--- config.mk ---
export PLATFORM = sky130hd
export DESIGN_NAME = page_buffer_pool_lru_pin
export DESIGN_NICKNAME = d
export VERILOG_FILES = /design/src/pbp_pkg.sv /design/src/page_buffer_pool_lru_pin.sv
export SDC_FILE = /design/constraint.sdc
export NUM_CORES = 2
export LEC_CHECK = 0
export BUFFER_PORTS_ARGS = -buffer_cell sky130_fd_sc_hd__buf_4
export CAP_MARGIN = 20
export CORE_ASPECT_RATIO = 0.6
export CORE_MARGIN = 5
export CORE_UTILIZATION = 58
export CTS_BUF_LIST = sky130_fd_sc_hd__clkbuf_2
export DETAILED_ROUTE_END_ITERATION = 10
export PLACE_DENSITY_LB_ADDON = 0.3
export SYNTH_ARGS = -nofsm -noshare
export SYNTH_HDL_FRONTEND = slang
export SYNTH_SLANG_ARGS = --single-unit
--- constraint.sdc ---
create_clock -name clk -period 6.9 [get_ports clk]
set_clock_uncertainty 0.15 [all_clocks]
set_input_delay 0.345 -clock clk [delete_from_list [all_inputs] [get_ports clk]]
set_output_delay 0.345 -clock clk [all_outputs]
set_load 0.005 [all_outputs]
--- src/pbp_pkg.sv ---
package pbp_pkg;

  localparam int Frames  = 16;
  localparam int FrW     = 4;
  localparam int PinBits = 8;
  localparam logic [PinBits-1:0] PinMax = '1;

  localparam logic [2:0] ReqFetch = 3'd0;
  localparam logic [2:0] ReqUnpin = 3'd1;
  localparam logic [2:0] ReqDirty = 3'd2;
  localparam logic [2:0] ReqFlush = 3'd3;
  localparam logic [2:0] ReqFlushAll = 3'd4;

  localparam logic [3:0] StHit = 4'd0;
  localparam logic [3:0] StMiss = 4'd1;
  localparam logic [3:0] StAllPinned = 4'd2;
  localparam logic [3:0] StUnpinned = 4'd3;
  localparam logic [3:0] StBadPin = 4'd4;
  localparam logic [3:0] StFlushed = 4'd5;
  localparam logic [3:0] StClean = 4'd6;
  localparam logic [3:0] StNotRes = 4'd7;
  localparam logic [3:0] StFlushItem = 4'd8;
  localparam logic [3:0] StDone = 4'd9;

  typedef struct packed {
    logic [2:0]  req_type;
    logic [15:0] file_id;
    logic [31:0] page_num;
    logic [3:0]  frame_sel;
  } req_t;

  typedef struct packed {
    logic [3:0]  status;
    logic [3:0]  frame_out;
    logic        load_needed;
    logic        writeback_valid;
    logic [15:0] writeback_file;
    logic [31:0] writeback_page;
    logic        last;
  } rsp_t;

  // one frame record held in the frame memory
  typedef struct packed {
    logic               valid;
    logic [15:0]        file;
    logic [31:0]        page;
    logic [PinBits-1:0] pin;
    logic               dirty;
    logic [FrW-1:0]     rank;
  } frame_t;

endpackage

--- src/page_buffer_pool_lru_pin.sv ---
// Page buffer pool with LRU replacement and pinning over 16 frames. Frame
// records live in one memory with a registered read; every request of codes
// 0 to 4 walks all frames through that port, one read per cycle with writes
// one frame behind. A request keeps busy high while it walks and gives its
// result in its last busy cycle; a fetch hit or miss then walks the frames a
// second time to age the ranks and keeps busy high until that walk ends.
// Flush-all gives one result per dirty frame while it walks, at no extra cost,
// then a final done. Request codes 5 to 7 are accepted and ignored: busy stays
// low and no result appears. busy is high for the whole transaction. Results
// appear for one cycle on rsp with rsp_valid and cannot be held off. Reset
// clears the memory in a pass over all 16 frames during which busy stays high.
module page_buffer_pool_lru_pin (
  input  logic          clk,
  input  logic          rst,
  input  logic          start,
  input  pbp_pkg::req_t req,
  output logic          busy,
  output logic          rsp_valid,
  output pbp_pkg::rsp_t rsp
);

  localparam int FW = pbp_pkg::FrW;
  localparam int PB = pbp_pkg::PinBits;

  typedef enum logic [2:0] {S_CLR, S_IDLE, S_SCAN, S_DEC, S_UPD, S_FIN} state_t;

  pbp_pkg::frame_t mem [pbp_pkg::Frames];
  pbp_pkg::frame_t rd;
  logic [FW-1:0]   free_stack [pbp_pkg::Frames];
  logic [FW:0]     free_count;

  state_t          state;
  pbp_pkg::req_t   cur;
  logic [FW:0]     cnt;       // read address counter
  logic [FW-1:0]   raddr;
  logic            rd_vld;
  logic [FW-1:0]   rd_idx;
  logic            wen;
  logic [FW-1:0]   waddr;
  pbp_pkg::frame_t wdata;

  // scan results
  logic            hit;
  logic [FW-1:0]   hit_fr;
  pbp_pkg::frame_t hit_rec;
  logic            vic;
  logic [FW-1:0]   vic_fr;
  pbp_pkg::frame_t vic_rec;
  logic            sel_ok;
  pbp_pkg::frame_t sel_rec;

  // decision
  logic [FW-1:0]   tgt;
  logic [FW-1:0]   ref_rank;
  logic            age_all;
  logic            do_age;

  assign raddr = cnt[FW-1:0];

  // memory read port
  always_ff @(posedge clk) begin
    rd <= mem[raddr];
    if (wen) mem[waddr] <= wdata;
  end

  // free stack memory
  always_ff @(posedge clk) begin
    if (state == S_CLR) free_stack[raddr] <= raddr;
  end

  always_ff @(posedge clk) begin
    wen       <= 1'b0;
    rsp_valid <= 1'b0;
    rsp       <= '0;
    if (rst) begin
      state      <= S_CLR;
      cnt        <= '0;
      rd_vld     <= 1'b0;
      free_count <= (FW+1)'(pbp_pkg::Frames);
      busy       <= 1'b1;
    end else begin
      rd_vld <= 1'b0;
      unique case (state)
        // clearing pass
        S_CLR: begin
          wen   <= 1'b1;
          waddr <= raddr;
          wdata <= '0;
          cnt   <= cnt + 1'b1;
          if (cnt == (FW+1)'(pbp_pkg::Frames - 1)) begin
            state <= S_IDLE;
            busy  <= 1'b0;
          end
        end
        S_IDLE: begin
          cnt <= '0;
          if (start) begin
            cur     <= req;
            hit     <= 1'b0;
            vic     <= 1'b0;
            sel_ok  <= 1'b0;
            if (req.req_type > pbp_pkg::ReqFlushAll) begin
              busy <= 1'b0;
            end else begin
              busy  <= 1'b1;
              state <= S_SCAN;
            end
          end
        end
        // walk all frames, one read per cycle
        S_SCAN: begin
          if (!cnt[FW]) begin
            cnt    <= cnt + 1'b1;
            rd_vld <= 1'b1;
            rd_idx <= raddr;
          end
          if (rd_vld) begin
            if (rd.valid && rd.file == cur.file_id && rd.page == cur.page_num
                && !hit) begin
              hit     <= 1'b1;
              hit_fr  <= rd_idx;
              hit_rec <= rd;
            end
            if (rd.valid && rd.pin == '0 && (!vic || rd.rank > vic_rec.rank)) begin
              vic     <= 1'b1;
              vic_fr  <= rd_idx;
              vic_rec <= rd;
            end
            if (rd_idx == cur.frame_sel) begin
              sel_ok  <= rd.valid;
              sel_rec <= rd;
            end
            // flush all: emit and clean dirty frames as they pass
            if (cur.req_type == pbp_pkg::ReqFlushAll && rd.valid && rd.dirty) begin
              rsp_valid <= 1'b1;
              rsp.status <= pbp_pkg::StFlushItem;
              rsp.frame_out <= rd_idx;
              rsp.writeback_valid <= 1'b1;
              rsp.writeback_file <= rd.file;
              rsp.writeback_page <= rd.page;
              wen   <= 1'b1;
              waddr <= rd_idx;
              wdata <= rd;
              wdata.dirty <= 1'b0;
            end
            if (rd_idx == FW'(pbp_pkg::Frames - 1)) state <= S_DEC;
          end
        end
        // decide the request and write the target frame
        S_DEC: begin
          state   <= S_FIN;
          do_age  <= 1'b0;
          rsp_valid <= 1'b1;
          rsp.last  <= 1'b1;
          unique case (cur.req_type)
            pbp_pkg::ReqFetch: begin
              if (hit) begin
                rsp.frame_out <= hit_fr;
                rsp.status <= (hit_rec.pin == pbp_pkg::PinMax) ?
                              pbp_pkg::StBadPin : pbp_pkg::StHit;
                wen   <= 1'b1;
                waddr <= hit_fr;
                wdata <= hit_rec;
                wdata.rank <= '0;
                if (hit_rec.pin != pbp_pkg::PinMax) wdata.pin <= hit_rec.pin + 1'b1;
                tgt <= hit_fr; ref_rank <= hit_rec.rank; age_all <= 1'b0;
                do_age <= 1'b1;
              end else if (free_count != '0 || vic) begin
                if (free_count != '0) begin
                  tgt        <= free_stack[FW'(free_count - 1'b1)];
                  waddr      <= free_stack[FW'(free_count - 1'b1)];
                  rsp.frame_out <= free_stack[FW'(free_count - 1'b1)];
                  free_count <= free_count - 1'b1;
                  age_all    <= 1'b1;
                end else begin
                  tgt      <= vic_fr;
                  waddr    <= vic_fr;
                  rsp.frame_out <= vic_fr;
                  ref_rank <= vic_rec.rank;
                  age_all  <= 1'b0;
                  rsp.writeback_valid <= vic_rec.dirty;
                  rsp.writeback_file  <= vic_rec.dirty ? vic_rec.file : '0;
                  rsp.writeback_page  <= vic_rec.dirty ? vic_rec.page : '0;
                end
                do_age <= 1'b1;
                rsp.status <= pbp_pkg::StMiss;
                rsp.load_needed <= 1'b1;
                wen <= 1'b1;
                wdata <= '{valid: 1'b1, file: cur.file_id, page: cur.page_num,
                           pin: PB'(1), dirty: 1'b0, rank: '0};
              end else begin
                rsp.status <= pbp_pkg::StAllPinned;
              end
            end
            pbp_pkg::ReqUnpin, pbp_pkg::ReqDirty: begin
              rsp.frame_out <= cur.frame_sel;
              waddr <= cur.frame_sel;
              wdata <= sel_rec;
              if (!sel_ok) begin
                rsp.status <= pbp_pkg::StNotRes;
              end else if (cur.req_type == pbp_pkg::ReqDirty) begin
                rsp.status <= pbp_pkg::StHit;
                wen <= 1'b1;
                wdata.dirty <= 1'b1;
              end else if (sel_rec.pin == '0) begin
                rsp.status <= pbp_pkg::StBadPin;
              end else begin
                rsp.status <= pbp_pkg::StUnpinned;
                wen <= 1'b1;
                wdata.pin <= sel_rec.pin - 1'b1;
              end
            end
            pbp_pkg::ReqFlush: begin
              waddr <= hit_fr;
              wdata <= hit_rec;
              wdata.dirty <= 1'b0;
              if (!hit) begin
                rsp.status <= pbp_pkg::StNotRes;
              end else if (hit_rec.dirty) begin
                rsp.status <= pbp_pkg::StFlushed;
                rsp.frame_out <= hit_fr;
                rsp.writeback_valid <= 1'b1;
                rsp.writeback_file <= hit_rec.file;
                rsp.writeback_page <= hit_rec.page;
                wen <= 1'b1;
              end else begin
                rsp.status <= pbp_pkg::StClean;
                rsp.frame_out <= hit_fr;
              end
            end
            default: begin
              rsp.status <= pbp_pkg::StDone;
            end
          endcase
        end
        // second pass: age ranks after a move to front
        S_FIN: begin
          cnt   <= '0;
          state <= do_age ? S_UPD : S_IDLE;
          busy  <= do_age;
        end
        S_UPD: begin
          if (!cnt[FW]) begin
            cnt    <= cnt + 1'b1;
            rd_vld <= 1'b1;
            rd_idx <= raddr;
          end
          if (rd_vld) begin
            if (rd.valid && rd_idx != tgt && (age_all || rd.rank < ref_rank)) begin
              wen   <= 1'b1;
              waddr <= rd_idx;
              wdata <= rd;
              wdata.rank <= rd.rank + 1'b1;
            end
            if (rd_idx == FW'(pbp_pkg::Frames - 1)) begin
              state <= S_IDLE;
              busy  <= 1'b0;
            end
          end
        end
        default: state <= S_IDLE;
      endcase
    end
  end

  // no result while idle without a request in flight
  a_idle_quiet: assert property (@(posedge clk) disable iff (rst)
    (state == S_IDLE && !$past(state == S_DEC)) |-> !rsp_valid)
    else $error("result while idle");
  // flush items never close the transaction
  a_done_last: assert property (@(posedge clk) disable iff (rst)
    (rsp_valid && rsp.status == pbp_pkg::StFlushItem) |-> !rsp.last)
    else $error("flush item marked last");
  a_free_range: assert property (@(posedge clk) disable iff (rst)
    free_count <= (FW+1)'(pbp_pkg::Frames))
    else $error("free count out of range");

endmodule
After elaboration in Yosys (flattened, before gate mapping)
Memory sizes are Yosys's and may differ from the RTL's. A register that Yosys moved wholly into a read port is not among the register bits.
Index checks and enable logic that the tools add are counted.

word-level totals
  flip-flop bits (word level) = 399
  RAM bits = 1056
  memories kept = 2
  input port bits = 58

cells by class
  magnitude comparators = 3
  reductions and logical operators = 45
  muxes and demuxes = 99
  equality and inequality tests = 33
  bitwise operators = 6
  add/sub/neg operators = 5

memories
  memory      depth  width  read ports  clocked after Yosys merged registers in  write ports  line                            source
  mem         16     62     1           1                                        1            page_buffer_pool_lru_pin.sv:27  pbp_pkg::frame_t mem [pbp_pkg::Frames];
  free_stack  16     4      1           0                                        1            page_buffer_pool_lru_pin.sv:29  logic [FW-1:0] free_stack [pbp_pkg::Frames];

operators by type and width
  kind                  count
  $mux W62              6
  $mux W49              6
  $pmux W62 S4          1
  $pmux W49 S2          2
  $pmux W62 S3          1
  $mux W54              1
  $mux W4               13
  $mux W8               5
  $pmux W4 S3           3
  $eq A32 B32 Y1        1
  $mux W1               32
  $mux W32              1
  $mux W3               10
  $reduce_and A5 Y1     6
  $ne A2 B2 Y1 const B  13
  $pmux W3 S6           1
  $eq A16 B16 Y1        1
  $logic_not A8 Y1      2
  $mux W16              1
  $pmux W4 S4           1
  $pmux W8 S2           1
  $reduce_and A4 Y1     4
  $pmux W5 S3           1
  $eq A3 B2 Y1 const B  4
  42 further kinds      74

Logic depth before layout (Yosys ltp)
  depth after elaboration = 7
  depth in mapped cells = 12
  gate-level depth less buffers = 10

Worst setup path after synthesis
OpenSTA, ideal clock, no wires.

  kind = register to register
  start = register state[1]
  end = register cur[0] (netlist bit) (enable)
  stages on the path, launching flop included = 5
  library setup time = 604 ps
  clock period less this slack = 6851 ps
  buffers on the path = 3
  setup slack = 49 ps
  arrival = 6097 ps
  required time = 6146 ps
  path through = dfxtp_1 -> buf_4 -> clkbuf_1 -> buf_1 -> nor4_1

on the way
  cells in the longest elaborated chain, start to end = 2

ends and longest elaborated chain
  element                             line                             source
  from (decl)                         page_buffer_pool_lru_pin.sv:32   state_t state;
  from (signal assigned)              page_buffer_pool_lru_pin.sv:239  state <= do_age ? S_UPD : S_IDLE;
  $eq A3 B1 Y1                        page_buffer_pool_lru_pin.sv:83   unique case (state)
  $reduce_and A3 Y1 (no source line)  -
  to (signal assigned)                page_buffer_pool_lru_pin.sv:98   cur <= req;
  to (decl)                           page_buffer_pool_lru_pin.sv:33   pbp_pkg::req_t cur;

No other way between the ends.
A chain may end at the register's enable or synchronous reset.

Worst setup path after layout
  start = register, netlist name rd[38]
  end = register hit_rec[22] (netlist bit) (enable)

on the way
  cells in the longest elaborated chain, start to end = 4

ends and longest elaborated chain
  element                             line                             source
  $eq A32 B32 Y1                      page_buffer_pool_lru_pin.sv:118  if (rd.valid && rd.file == cur.file_id && rd.page == cur.page_num
  $logic_and A1 B1 Y1                 page_buffer_pool_lru_pin.sv:118
  $logic_and A1 B1 Y1                 page_buffer_pool_lru_pin.sv:119  && !hit) begin
  $reduce_and A4 Y1 (no source line)  -
  to (signal assigned)                page_buffer_pool_lru_pin.sv:122  hit_rec <= rd;
  to (decl)                           page_buffer_pool_lru_pin.sv:45   pbp_pkg::frame_t hit_rec;

No other way between the ends.

==> qor.yml <==
setup_path:
  critPathTopFamily: "simple AND/OR/NAND/NOR gates"
  worst_path_most_repeated_cell: "nand4_1"
  critPathMaxFanout: 66
  cp-start-kind: "flip-flop"
  crit_arrival_ps: 4800
  worstSetupPathType: "reg2reg"
  worstPathRequired_ps: 7850
  path_cells: "xnor2_1, nand4_1, nor4b_1, nand4_1, nor2_4, buf_4"
  cp.buffers_inverters: 1
  slowest_delay_ps: 820
  cpMaxStageDelayCell: "buf_4"
  crit_path_end_kind: "flip-flop"
final_layout:
  register_area_um2: 44200
  finalNonFillerCells: 4955
  multi_input_area_um2: 12900
  syn_to_final_growth_pct: 12.5
  post_route_cells_drive_above_1_share_pct: 30.3
  final_common_cell: "edfxtp_1"
  nFillCells: 6457
  post-route-cell-area_um2: 64900
  final_nets: 3460
  final_cell_mix: "edfxtp_1, clkbuf_2, mux4_2, buf_4, dlygate4sd3_1"
floorplanning:
  dieArea_um2: 106000
  fp-row-count: 89
  start_util_pct: 58.6
  core_um2: 98600
  chipHeight_um: 254
  die_w_um: 417
  ios: 119
cts:
  clk_path_buf_depth: 4
  cts-root-buf: "clkbuf_2"
  htreeDepth: 5
  cts.sinks: 1517
  cts_made_buffers: 341
  cts_resized: 0
  clk_pin_slew_worst_paths_ps: 120
  tritoncts: "yes"
  clock_latency_ps: 1600
routing:
  wire_per_inst_um: 28.9
  antenna_left: 0
  drc: 0
  drtIter0Drc: 4571
  first_pass_iters: 7
  vias: 31600
  wirelength_um: 143000
  viasPerCell: 6.38
placement:
  pre_cts_ws_ps: 2950
  placed_cell_area_um2: 60200
  dpl.cell_count: 4188
  dp_hpwl_um: 75300
  port_buffers: 118
  gp_congestion: 0.884
logic_synthesis:
  yosysTopAreaCellShare_pct: 71.7
  yosysWarnings: 0
  synth.distinct_cells: 75
  synth_nets: 2930
  post_synth.cell_area_avg_um2: 20.2
  synthArstFlopShare_pct: 0
  synth_top_area_cell: "edfxtp_1"
  synth.top_cells.by_area: "edfxtp_1, mux4_2, dfxtp_1, xnor2_1, a222oi_1"
  synth_area_um2: 57700
  synth-seq-cells: 1517
  synth_edf_count: 1379
  synth-seq-area-share_pct: 76.5
  ys.flop_type: "edfxtp_1"
  netlist_instances: 2854
power_and_ir_drop:
  p_per_area_nw_per_um2: 258
  ir_drop_mv: 0.175
  p_leak_nw: 21.3
global_routing:
  grt_max_degree: 125
  track_usage_pct: 27.2
  grt_pass1_vias: 32280
  grt.overflow.total: 0
  grt_pass1_wl_um: 210000
  antenna_found_initial: 3
sta:
  fin_crit_sh_pct: 55.7
  rsz0062_at_grt: "no"
  max_slew_margin_pct: 24.6
  fin_tns_setup_ps: 0
  setup_violations: 0
  worstMarginPinSlew_ps: 1130
  finalMaxSlewViolations: 0
  clock.fmax_ghz: 0.260
  period_minus_slack_ps: 3840
  hold_viol: 0
  setup_ws_ps: 3060
status:
  status: "completed"
job:
  maxCapViolCount: 0
worst_hold_path:
  hold_class: "reg2reg"
## kinds of logic after synthesis
group / share of synthesized area, %
flops: 76.5
mux: 13.0
simple gates: 2.96
compound gates: 4.53
buf+inv: 1.51
xor+xnor: 1.08
fa+ha+maj: 0.408
## power by group
part	internal [mW]	switching, mW
combinational	0.452	0.427
clock	2.08	3.37
sequential	10.2	0.243
## synthesized netlist by cell type, types with 8 or more instances
| master | instances |
|---|---|
| inv_1 | 29 |
| nor2_1 | 118 |
| and2_1 | 8 |
| buf_1 | 12 |
| nand3_1 | 9 |
| nor3_1 | 24 |
| nand4_1 | 21 |
| nand2_1 | 101 |
| ha_1 | 18 |
| edfxtp_1 | 1379 |
| nand2b_1 | 17 |
| clkbuf_1 | 85 |
| xnor2_1 | 56 |
| xor2_1 | 12 |
| dfxtp_1 | 138 |
| o22ai_1 | 8 |
| mux2i_1 | 13 |
| a222oi_1 | 48 |
| o21ai_1 | 61 |
| o221ai_1 | 11 |
| mux4_2 | 326 |
| a22oi_1 | 60 |
| a22o_1 | 49 |
| buf_2 | 53 |
| a21oi_1 | 52 |
| o21ai_0 | 14 |
## sequential cells by signal, indices dropped and copies added, names as in the netlist, 5 cells and up
register / flops
sel_rec: 62
rsp: 59
cur: 55
cnt: 5
free_count: 5
free_stack: 64
rd: 62
hit_rec: 62
mem: 992
vic_rec: 53
wdata: 62
## repair_timing
action                    4_1_cts  5_1_grt
setup buffers                   0        0
hold buffers                  170        0
hold endpoints to repair      441        0
## through the flow
step	hold slack [ps]	utilization [%]	power (mW)
6_report	323	65.9	16.8
5_1_grt	330	65.9	17.4
4_1_cts	188	65.8	16.8
3_5_place_dp	331	61.1	11.4
3_3_place_gp	326	61.1	11.4
2_1_floorplan	288	-	11.1
## final cells by class
class                   instances  area share (%)
flip-flops and latches       1517            68.0
multi-input cells            1143            19.8
clock buffers                 532            4.10
well taps                    1319            2.54
diodes                          3          0.0116
clock inverters                60           0.433
inverters                      30           0.173
repair buffers                351            4.88
## final timing paths
| check | cells past startpoint | end | start | slack, ps |
|---|---|---|---|---|
| worst min register to register | 0 | hit_rec[15] | rd[15] | 320 |
| worst max register to register | 6 | hit_rec[22] | rd[38] | 3060 |
| worst max-delay path | 6 | hit_rec[22] | rd[38] | 3060 |
| worst min-delay path | 0 | hit_rec[15] | rd[15] | 320 |
## routing by layer
layer	track usage [%]	vias to the layer above	routed length (µm)
met3	6.00	334	17100
met1	39.3	15992	54900
met2	41.4	2234	66300
met5	0	-	12
li1	-	13038	-
met4	11.2	2	4830
(Power assumes the default switching activity.)
